--- config.mk ---
export PLATFORM = sky130hd
export DESIGN_NAME = sequence_reorder_buffer
export DESIGN_NICKNAME = d
export VERILOG_FILES = /design/src/srb_pkg.sv /design/src/sequence_reorder_buffer.sv /design/src/srb_front.sv /design/src/srb_back.sv
export VERILOG_INCLUDE_DIRS = /design/src /design/src/src
export SDC_FILE = /design/constraint.sdc
export NUM_CORES = 2
export LEC_CHECK = 0
export ABC_AREA = 0
export BUFFER_PORTS_ARGS = -buffer_cell sky130_fd_sc_hd__buf_4
export CAP_MARGIN = 20
export CORE_MARGIN = 3
export CORE_UTILIZATION = 30
export DETAILED_ROUTE_END_ITERATION = 16
export HOLD_SLACK_MARGIN = 0.08
export RECOVER_POWER = 50
export SYNTH_ARGS = -nofsm -noshare
export SYNTH_HDL_FRONTEND = slang
export SYNTH_SLANG_ARGS = --single-unit
--- constraint.sdc ---
create_clock -name i_clk -period 13.1 [get_ports i_clk]
set_input_delay 1.965 -clock i_clk [delete_from_list [all_inputs] [get_ports i_clk]]
set_output_delay 1.965 -clock i_clk [all_outputs]
set_load 0.05 [all_outputs]
--- src/assert_macros.svh ---
// Assertion macros used by the reorder buffer top level.
`ifndef ASSERT_MACROS_SVH
`define ASSERT_MACROS_SVH

// Property that must hold at every clock edge outside reset.
`define SRB_ASSERT(label, clk, rst_n, prop) \
    label: assert property (@(posedge clk) disable iff (!rst_n) prop) \
        else $error("sequence reorder buffer check failed");

// Condition that must never be seen outside reset.
`define SRB_ASSERT_NEVER(label, clk, rst_n, expr) \
    `SRB_ASSERT(label, clk, rst_n, !(expr))

`endif

--- src/srb_pkg.sv ---
// Shared types and constants of the sequence reorder buffer.
`timescale 1ns / 1ps

package srb_pkg;

    localparam int WINDOW_DEF = 16;
    localparam int MIN_FRAME  = 12;

    typedef enum logic [2:0] {
        ST_DELIVERED = 3'd0,
        ST_HELD      = 3'd1,
        ST_LATE      = 3'd2,
        ST_BEYOND    = 3'd3,
        ST_SHORT     = 3'd4
    } t_status;

    typedef enum logic {
        S_IDLE,
        S_RELEASE
    } t_state;

    // Record as it leaves the front queue.
    typedef struct packed {
        logic        short_frame;
        logic [15:0] seq_index;
        logic [31:0] node_id;
        logic [15:0] text_buf;
        logic [31:0] text_pos;
        logic [15:0] text_length;
        logic        has_text;
        logic [15:0] payload_ref;
    } t_rec;

    // Record fields kept in the window store.
    typedef struct packed {
        logic [31:0] node_id;
        logic [15:0] text_buf;
        logic [31:0] text_pos;
        logic [15:0] text_length;
        logic        has_text;
        logic [15:0] payload_ref;
    } t_slot;

    // One result word.
    typedef struct packed {
        t_status     status;
        logic [15:0] out_seq;
        logic [31:0] out_node_id;
        logic [15:0] out_buffer_id;
        logic [31:0] out_pos;
        logic [15:0] out_length;
        logic        out_has_text;
        logic [15:0] out_payload_ref;
        logic        last;
    } t_res;

endpackage

--- src/sequence_reorder_buffer.sv ---
// Top level of the sequence reorder buffer: front queue, back sequencer, checks.
//
//  Channel   Direction  Handshake                Word
//  in        input      i_in_valid / o_in_stall  frame length, sequence number, record fields
//  out       output     o_out_valid / i_out_stall status, record fields, last
//
// A record that is dropped, held or delivered alone gives a single result word; a
// delivery that frees a run of held records then releases them one by one, paced
// by the registered read of the window store.
// The front queue holds two words, so it takes up to two more words while a run drains.
// Reset is synchronous and clears the expected number and every slot valid bit.
// A stalled output holds its word and the back end waits; the queue then fills.
`timescale 1ns / 1ps
`include "assert_macros.svh"

module sequence_reorder_buffer
    import srb_pkg::*;
#(
    parameter int WINDOW = WINDOW_DEF
) (
    input  logic        i_clk,
    input  logic        i_rst_n,
    input  logic        i_in_valid,
    output logic        o_in_stall,
    input  logic [10:0] i_frame_length,
    input  logic [15:0] i_seq_index,
    input  logic [31:0] i_node_id,
    input  logic [15:0] i_buffer_id,
    input  logic [31:0] i_text_pos,
    input  logic [15:0] i_text_length,
    input  logic        i_has_text,
    input  logic [15:0] i_payload_ref,
    output logic        o_out_valid,
    input  logic        i_out_stall,
    output logic [2:0]  o_status,
    output logic [15:0] o_out_seq,
    output logic [31:0] o_out_node_id,
    output logic [15:0] o_out_buffer_id,
    output logic [31:0] o_out_pos,
    output logic [15:0] o_out_length,
    output logic        o_out_has_text,
    output logic [15:0] o_out_payload_ref,
    output logic        o_last
);

    logic q_valid;
    logic q_pop;
    t_rec q_rec;
    t_res res;

    srb_front u_front (
        .i_clk          (i_clk),
        .i_rst_n        (i_rst_n),
        .i_in_valid     (i_in_valid),
        .o_in_stall     (o_in_stall),
        .i_frame_length (i_frame_length),
        .i_seq_index    (i_seq_index),
        .i_node_id      (i_node_id),
        .i_buffer_id    (i_buffer_id),
        .i_text_pos     (i_text_pos),
        .i_text_length  (i_text_length),
        .i_has_text     (i_has_text),
        .i_payload_ref  (i_payload_ref),
        .o_q_valid      (q_valid),
        .o_q_rec        (q_rec),
        .i_q_pop        (q_pop)
    );

    srb_back #(
        .WINDOW (WINDOW)
    ) u_back (
        .i_clk       (i_clk),
        .i_rst_n     (i_rst_n),
        .i_q_valid   (q_valid),
        .i_q_rec     (q_rec),
        .o_q_pop     (q_pop),
        .i_out_stall (i_out_stall),
        .o_out_valid (o_out_valid),
        .o_out       (res)
    );

    assign o_status          = res.status;
    assign o_out_seq         = res.out_seq;
    assign o_out_node_id     = res.out_node_id;
    assign o_out_buffer_id   = res.out_buffer_id;
    assign o_out_pos         = res.out_pos;
    assign o_out_length      = res.out_length;
    assign o_out_has_text    = res.out_has_text;
    assign o_out_payload_ref = res.out_payload_ref;
    assign o_last            = res.last;

    // The input only stalls when the queue holds words for the back end.
    `SRB_ASSERT(a_stall_needs_queue, i_clk, i_rst_n, o_in_stall |-> q_valid)
    // The back end never pops an empty queue.
    `SRB_ASSERT_NEVER(a_pop_empty, i_clk, i_rst_n, q_pop && !q_valid)
    // Anything but a delivery closes its record's results.
    `SRB_ASSERT(a_drop_is_last, i_clk, i_rst_n,
        (o_out_valid && (o_status != ST_DELIVERED)) |-> o_last)
    // A word without text carries no text handle.
    `SRB_ASSERT(a_no_text_no_ref, i_clk, i_rst_n,
        (o_out_valid && !o_out_has_text) |-> (o_out_payload_ref == 16'd0))

endmodule

--- src/srb_front.sv ---
// Front end: two-word input queue that flags short frames.
`timescale 1ns / 1ps

module srb_front
    import srb_pkg::*;
(
    input  logic        i_clk,
    input  logic        i_rst_n,
    input  logic        i_in_valid,
    output logic        o_in_stall,
    input  logic [10:0] i_frame_length,
    input  logic [15:0] i_seq_index,
    input  logic [31:0] i_node_id,
    input  logic [15:0] i_buffer_id,
    input  logic [31:0] i_text_pos,
    input  logic [15:0] i_text_length,
    input  logic        i_has_text,
    input  logic [15:0] i_payload_ref,
    output logic        o_q_valid,
    output t_rec        o_q_rec,
    input  logic        i_q_pop
);

    t_rec        r_mem [2];
    logic        r_wr_ptr, n_wr_ptr;
    logic        r_rd_ptr, n_rd_ptr;
    logic [1:0]  r_count, n_count;
    logic        push;
    t_rec        in_rec;

    assign o_in_stall = (r_count == 2'd2);
    assign o_q_valid  = (r_count != 2'd0);
    assign o_q_rec    = r_mem[r_rd_ptr];
    assign push       = i_in_valid && !o_in_stall;

    always_comb begin
        in_rec.short_frame = (i_frame_length < 11'(MIN_FRAME));
        in_rec.seq_index   = i_seq_index;
        in_rec.node_id     = i_node_id;
        in_rec.text_buf    = i_buffer_id;
        in_rec.text_pos    = i_text_pos;
        in_rec.text_length = i_text_length;
        in_rec.has_text    = i_has_text;
        in_rec.payload_ref = i_payload_ref;
    end

    always_comb begin
        n_wr_ptr = push ? !r_wr_ptr : r_wr_ptr;
        n_rd_ptr = i_q_pop ? !r_rd_ptr : r_rd_ptr;
        n_count  = r_count;
        if (push && !i_q_pop) begin
            n_count = r_count + 2'd1;
        end else if (!push && i_q_pop) begin
            n_count = r_count - 2'd1;
        end
    end

    always_ff @(posedge i_clk) begin
        if (!i_rst_n) begin
            r_wr_ptr <= 1'b0;
            r_rd_ptr <= 1'b0;
            r_count  <= 2'd0;
        end else begin
            r_wr_ptr <= n_wr_ptr;
            r_rd_ptr <= n_rd_ptr;
            r_count  <= n_count;
        end
    end

    always_ff @(posedge i_clk) begin
        if (push) begin
            r_mem[r_wr_ptr] <= in_rec;
        end
    end

endmodule

--- src/srb_back.sv ---
// Back end: classifies queued records, holds early ones and releases runs in order.
`timescale 1ns / 1ps

module srb_back
    import srb_pkg::*;
#(
    parameter int WINDOW = WINDOW_DEF
) (
    input  logic i_clk,
    input  logic i_rst_n,
    input  logic i_q_valid,
    input  t_rec i_q_rec,
    output logic o_q_pop,
    input  logic i_out_stall,
    output logic o_out_valid,
    output t_res o_out
);

    localparam int              SW        = $clog2(WINDOW);
    localparam logic [SW-1:0]   LAST_SLOT = SW'(WINDOW - 1);
    localparam logic [SW-1:0]   LIMIT     = SW'(WINDOW - 2);
    localparam logic [SW:0]     WIN_EXT   = (SW + 1)'(WINDOW);

    t_state              r_state, n_state;
    logic [15:0]         r_exp, n_exp;
    logic [SW-1:0]       r_exp_slot, n_exp_slot;
    logic [WINDOW-1:0]   r_valid, n_valid;
    logic [SW-1:0]       r_count, n_count;
    logic                r_out_valid, n_out_valid;
    t_res                r_out, n_out;

    t_slot               r_mem [WINDOW];
    t_slot               r_rd;
    t_slot               wr_data;
    logic                mem_we;
    logic                rd_en;
    logic [SW-1:0]       rd_addr;

    logic                out_free;
    logic [15:0]         diff;
    logic [16:0]         seq_sum;
    logic [SW:0]         slot_sum;
    logic [SW-1:0]       hold_slot;
    logic [SW-1:0]       nxt_slot;
    logic                is_late, is_beyond, is_held, is_deliver;
    logic                take;
    logic                run_first;
    logic                run_more;

    assign out_free = !r_out_valid || !i_out_stall;

    // Classification and slot arithmetic; the slot of the incoming number
    // follows from the expected slot because the distance stays below WINDOW.
    always_comb begin
        diff       = i_q_rec.seq_index - r_exp;
        is_late    = diff[15];
        is_beyond  = !is_late && (diff >= 16'(WINDOW));
        is_held    = !is_late && !is_beyond && (diff != 16'd0);
        is_deliver = (diff == 16'd0);
        seq_sum    = {1'b0, r_exp} + {1'b0, diff};
        slot_sum   = {1'b0, r_exp_slot} + {1'b0, diff[SW-1:0]};
        if (seq_sum[16]) begin
            // The number wrapped past zero, so it is below WINDOW itself.
            hold_slot = i_q_rec.seq_index[SW-1:0];
        end else if (slot_sum >= WIN_EXT) begin
            hold_slot = SW'(slot_sum - WIN_EXT);
        end else begin
            hold_slot = slot_sum[SW-1:0];
        end
        if ((r_exp == 16'hFFFF) || (r_exp_slot == LAST_SLOT)) begin
            nxt_slot = '0;
        end else begin
            nxt_slot = r_exp_slot + 1'b1;
        end
        take      = (r_state == S_IDLE) && i_q_valid && out_free;
        run_first = !i_q_rec.short_frame && is_deliver && r_valid[nxt_slot];
        // The slot being released now is cleared, so it cannot extend the run.
        run_more  = r_valid[nxt_slot] && (nxt_slot != r_exp_slot) && (r_count < LIMIT);
    end

    always_comb begin
        n_state = r_state;
        case (r_state)
            S_IDLE: begin
                if (take && run_first) begin
                    n_state = S_RELEASE;
                end
            end
            S_RELEASE: begin
                if (out_free && !run_more) begin
                    n_state = S_IDLE;
                end
            end
            default: n_state = S_IDLE;
        endcase
    end

    always_comb begin
        n_exp       = r_exp;
        n_exp_slot  = r_exp_slot;
        n_valid     = r_valid;
        n_count     = r_count;
        n_out       = r_out;
        n_out_valid = r_out_valid && i_out_stall;
        o_q_pop     = 1'b0;
        mem_we      = 1'b0;
        rd_en       = 1'b0;
        rd_addr     = nxt_slot;
        wr_data.node_id     = i_q_rec.node_id;
        wr_data.text_buf    = i_q_rec.text_buf;
        wr_data.text_pos    = i_q_rec.text_pos;
        wr_data.text_length = i_q_rec.text_length;
        wr_data.has_text    = i_q_rec.has_text;
        wr_data.payload_ref = i_q_rec.payload_ref;
        case (r_state)
            S_IDLE: begin
                if (take) begin
                    o_q_pop         = 1'b1;
                    n_out_valid     = 1'b1;
                    n_out           = '0;
                    n_out.out_seq   = i_q_rec.seq_index;
                    n_out.last      = 1'b1;
                    if (i_q_rec.short_frame) begin
                        n_out.status = ST_SHORT;
                    end else if (is_late) begin
                        n_out.status = ST_LATE;
                    end else if (is_beyond) begin
                        n_out.status = ST_BEYOND;
                    end else if (is_held) begin
                        n_out.status       = ST_HELD;
                        mem_we             = 1'b1;
                        n_valid[hold_slot] = 1'b1;
                    end else begin
                        n_out.status          = ST_DELIVERED;
                        n_out.out_node_id     = i_q_rec.node_id;
                        n_out.out_buffer_id   = i_q_rec.text_buf;
                        n_out.out_pos         = i_q_rec.text_pos;
                        n_out.out_length      = i_q_rec.text_length;
                        n_out.out_has_text    = i_q_rec.has_text;
                        n_out.out_payload_ref = i_q_rec.has_text ? i_q_rec.payload_ref : 16'd0;
                        n_out.last            = !run_first;
                        n_exp                 = r_exp + 16'd1;
                        n_exp_slot            = nxt_slot;
                        n_count               = '0;
                        rd_en                 = run_first;
                    end
                end
            end
            S_RELEASE: begin
                if (out_free) begin
                    n_out_valid           = 1'b1;
                    n_out.status          = ST_DELIVERED;
                    n_out.out_seq         = r_exp;
                    n_out.out_node_id     = r_rd.node_id;
                    n_out.out_buffer_id   = r_rd.text_buf;
                    n_out.out_pos         = r_rd.text_pos;
                    n_out.out_length      = r_rd.text_length;
                    n_out.out_has_text    = r_rd.has_text;
                    n_out.out_payload_ref = r_rd.has_text ? r_rd.payload_ref : 16'd0;
                    n_out.last            = !run_more;
                    n_valid[r_exp_slot]   = 1'b0;
                    n_exp                 = r_exp + 16'd1;
                    n_exp_slot            = nxt_slot;
                    n_count               = r_count + 1'b1;
                    rd_en                 = run_more;
                end
            end
            default: begin
                n_out_valid = 1'b0;
            end
        endcase
    end

    always_ff @(posedge i_clk) begin
        if (!i_rst_n) begin
            r_state     <= S_IDLE;
            r_exp       <= 16'd0;
            r_exp_slot  <= '0;
            r_valid     <= '0;
            r_count     <= '0;
            r_out_valid <= 1'b0;
        end else begin
            r_state     <= n_state;
            r_exp       <= n_exp;
            r_exp_slot  <= n_exp_slot;
            r_valid     <= n_valid;
            r_count     <= n_count;
            r_out_valid <= n_out_valid;
        end
    end

    always_ff @(posedge i_clk) begin
        r_out <= n_out;
    end

    always_ff @(posedge i_clk) begin
        if (mem_we) begin
            r_mem[hold_slot] <= wr_data;
        end
        if (rd_en) begin
            r_rd <= r_mem[rd_addr];
        end
    end

    assign o_out_valid = r_out_valid;
    assign o_out       = r_out;

endmodule
==> metrics.yaml <==
io_pins: 279
p_total_mw: 18.5
vdd_drop_max_v: 0.000146
vias: 49257
async_flop_share_pct: 0
synth-edff-count: 2314
cts_tree: "built"
post-place-ws_ps: 4620
port_buffers: 276
start_util_pct: 30.2
insertion_delay_ps: 900
period_share_pct: 72.0
fin_crit_ps: 9430
grt_use_total_pct: 14.3
maxSlewViolCount: 453
finalNetCount: 5848
cp.arrival_ps: 9900
critPathMaxFanout: 41
reg2reg_depth: 22
cts.clk_slew.worst_paths_ps: 60
dp_hpwl_um: 124000
crit_type: "flop to flop"
cp.required_ps: 13560
rows: 203
final_hold_viol_count: 0
fp.dieH_um: 561
nFillCells: 28750
setup_viol: 0
yosysTopAreaCell: "edfxtp_1"
min_path_type: "flop to flop"
core_um2: 306000
synth_fp_nets: 5572
grt.overflow.total: 0
finalSetupTns_ps: 0
cts_buffers: 245
cts_num_sinks: 2361
violations: "capacitance limit, slew limit"
cts_setup_buffers: 0
grt_pass1_wl_um: 338000
crit_buf_inv: 5
power_per_cell_area_nw_per_um2: 173
dieArea_um2: 315000
area_delta_synth_final_pct: 15.6
cts_resized: 0
htreeDepth: 4
drt-initial-drc-count: 4210
avgSynthCellArea_um2: 17.2
post_drt_wl_per_cell_um: 23.3
antenna_found_initial: 30
postRouteAntennaNets: 0
finClkSkew_ps: 58.3
place_area_um2: 99400
max_cap_violations: 13
cts_hold_buf: 0
cpLargestDelayFamily: "compound AO/OA/AOI/OAI gates"
rsz0062_at_grt: "no"
utilization_pct: 34.9
gp_congestion: 0.815
cts-root-buf: "clkbuf_16"
grt_max_degree: 123
worst_path_largest_cell_delay_ps: 1580
fin_area_um2: 107000
cp.depth: 22
fmax_mhz: 106
drtPass1Iterations: 5
post-route-drc-count: 0
slowest_stage: "dfxtp_1"
yosysUniqueCellTypes: 67
synth_top_flop_cell: "edfxtp_1"
path_cells: "mux2_1 -> inv_1 -> ha_1 -> inv_1 -> fa_1 -> a21o_1 -> a221oi_1 -> nor2_1 -> o41ai_1 -> inv_1 -> ha_1 -> nand4_1 -> nor2_1 -> nand2_1 -> o211a_1 -> o21ai_1 -> nor2_1 -> nor4_1 -> nand2_1 -> nor2_4 -> buf_4 -> buf_4"
clock_path_buffers: 4
end_kind: "flop"
drive_gt1_share_pct: 13.5
die_w_um: 561
yosys_warnings: 0
worst_setup_path_start_kind: "flop"
ys_seq_area_share_pct: 76.2
final_common_cell: "edfxtp_1"
slew_headroom_pct: -141
fin_ws_ps: 3670
syn_area_um2: 92500
holdPathStages: 2
status: "finished, violations left"
synth_top_area_share_pct: 75.1
syn_inst: 5385
yosys-top-cells-area: "edfxtp_1 75%, mux2i_1 5.1%, a211oi_1 2.8%"
wirelength_um: 232000
post_drt_via_cell_ratio: 4.95
p_leak_nw: 34.9
grt_pass1_vias: 49878
tightest_slew_ps: 3620
final_cell_mix: "2314 x edfxtp_1, 512 x nand2_1, 468 x mux2i_1"
synth_seq_cells: 2361
-- metal layers --
layer,vias to the layer above,wire (um),GRT usage [%]
met1,25372,100000,19.2
li1,21996,-,-
met2,1518,112000,23.9
met5,-,127,0
met3,351,13300,2.38
met4,20,5870,3.94
-- where the power goes --
part	internal (mW)	total [mW]	switching, mW
sequential	9.28	9.44	0.159
clock	4.00	6.83	2.83
combinational	0.461	2.24	1.78
-- sequential cells by signal, summed over array words and instances, names as in the netlist, named ones only --
register and flops:
u_back.r_valid 16, u_front.r_mem 260, u_front.r_wr_ptr 1, u_back.r_exp 16, u_back.r_exp_slot 4, u_back.r_rd 113, u_back.o_out_valid 1, u_front.r_rd_ptr 1
u_back.r_count 4, u_back.o_out 133, u_back.r_mem 1808, u_back.r_state 1, u_front.r_count 2
-- synthesized netlist by cell type (41+ instances only) --
master    count
clkbuf_1    290
edfxtp_1   2314
ha_1         41
a311oi_1    114
mux4_2      113
mux2_2      136
a31oi_1     113
a211oi_1    345
a21oi_1     173
and2_1      234
a22o_1       97
mux2i_1     468
nor2_1       66
nand2_1     512
dfxtp_1      47
-- path summary, 6_finish.rpt --
kind / slack, ps / to / from
worst max register to register: 3670 / u_back.r_mem[10][66] / flop
worst min-delay path: 490 / u_back.r_valid[1] / u_back.r_valid[1]
worst max-delay path: 3670 / u_back.r_mem[10][66] / flop
worst min register to register: 490 / u_back.r_valid[1] / u_back.r_valid[1]
-- kinds of logic (layout without fill, tap and decap cells) --
family | after synthesis | count (layout) | synth area share, %
other | 0 | 5 | 0
muxes | 717 | 717 | 9.47
and+or+nand+nor | 904 | 904 | 4.58
AOI/OAI and AO/OA | 959 | 959 | 7.44
xor gates and xnor gates | 19 | 19 | 0.180
DFF | 2361 | 2361 | 76.2
adders and majority gates | 43 | 43 | 0.598
buffers and inverters | 382 | 850 | 1.57
-- layout make-up --
cell class                      instances  area (um2)  share of cell area [%]
Antenna cell                            5        12.5                  0.0117
Clock buffer                          295        6370                    5.96
Clock inverter                        144        1500                    1.40
Inverter                               41         201                   0.188
Multi-Input combinational cell       2642       20700                    19.4
Sequential cell                      2361       70400                    65.9
Tap cell                             4100        5130                    4.80
Timing Repair Buffer                  370        2550                    2.39
-- worst reg2reg max path: cells and delay by family (launching register included) --
| kind | cells | cell delay, ps |
|---|---|---|
| simple gates | 8 | 2100 |
| buf+inv | 5 | 1640 |
| fa+ha+maj | 3 | 930 |
| flops | 1 | 1580 |
| mux | 1 | 470 |
| compound gates | 5 | 2260 |
-- through the flow --
stage | hold WS [ps] | std cells
after floorplan | 452 | 5385
after global routing | 515 | 9954
after global placement | 474 | 9514
final | 490 | 9958
after CTS | 486 | 9953
after detailed placement | 477 | 9514
No activity file was read; power rests on OpenSTA's default activity.
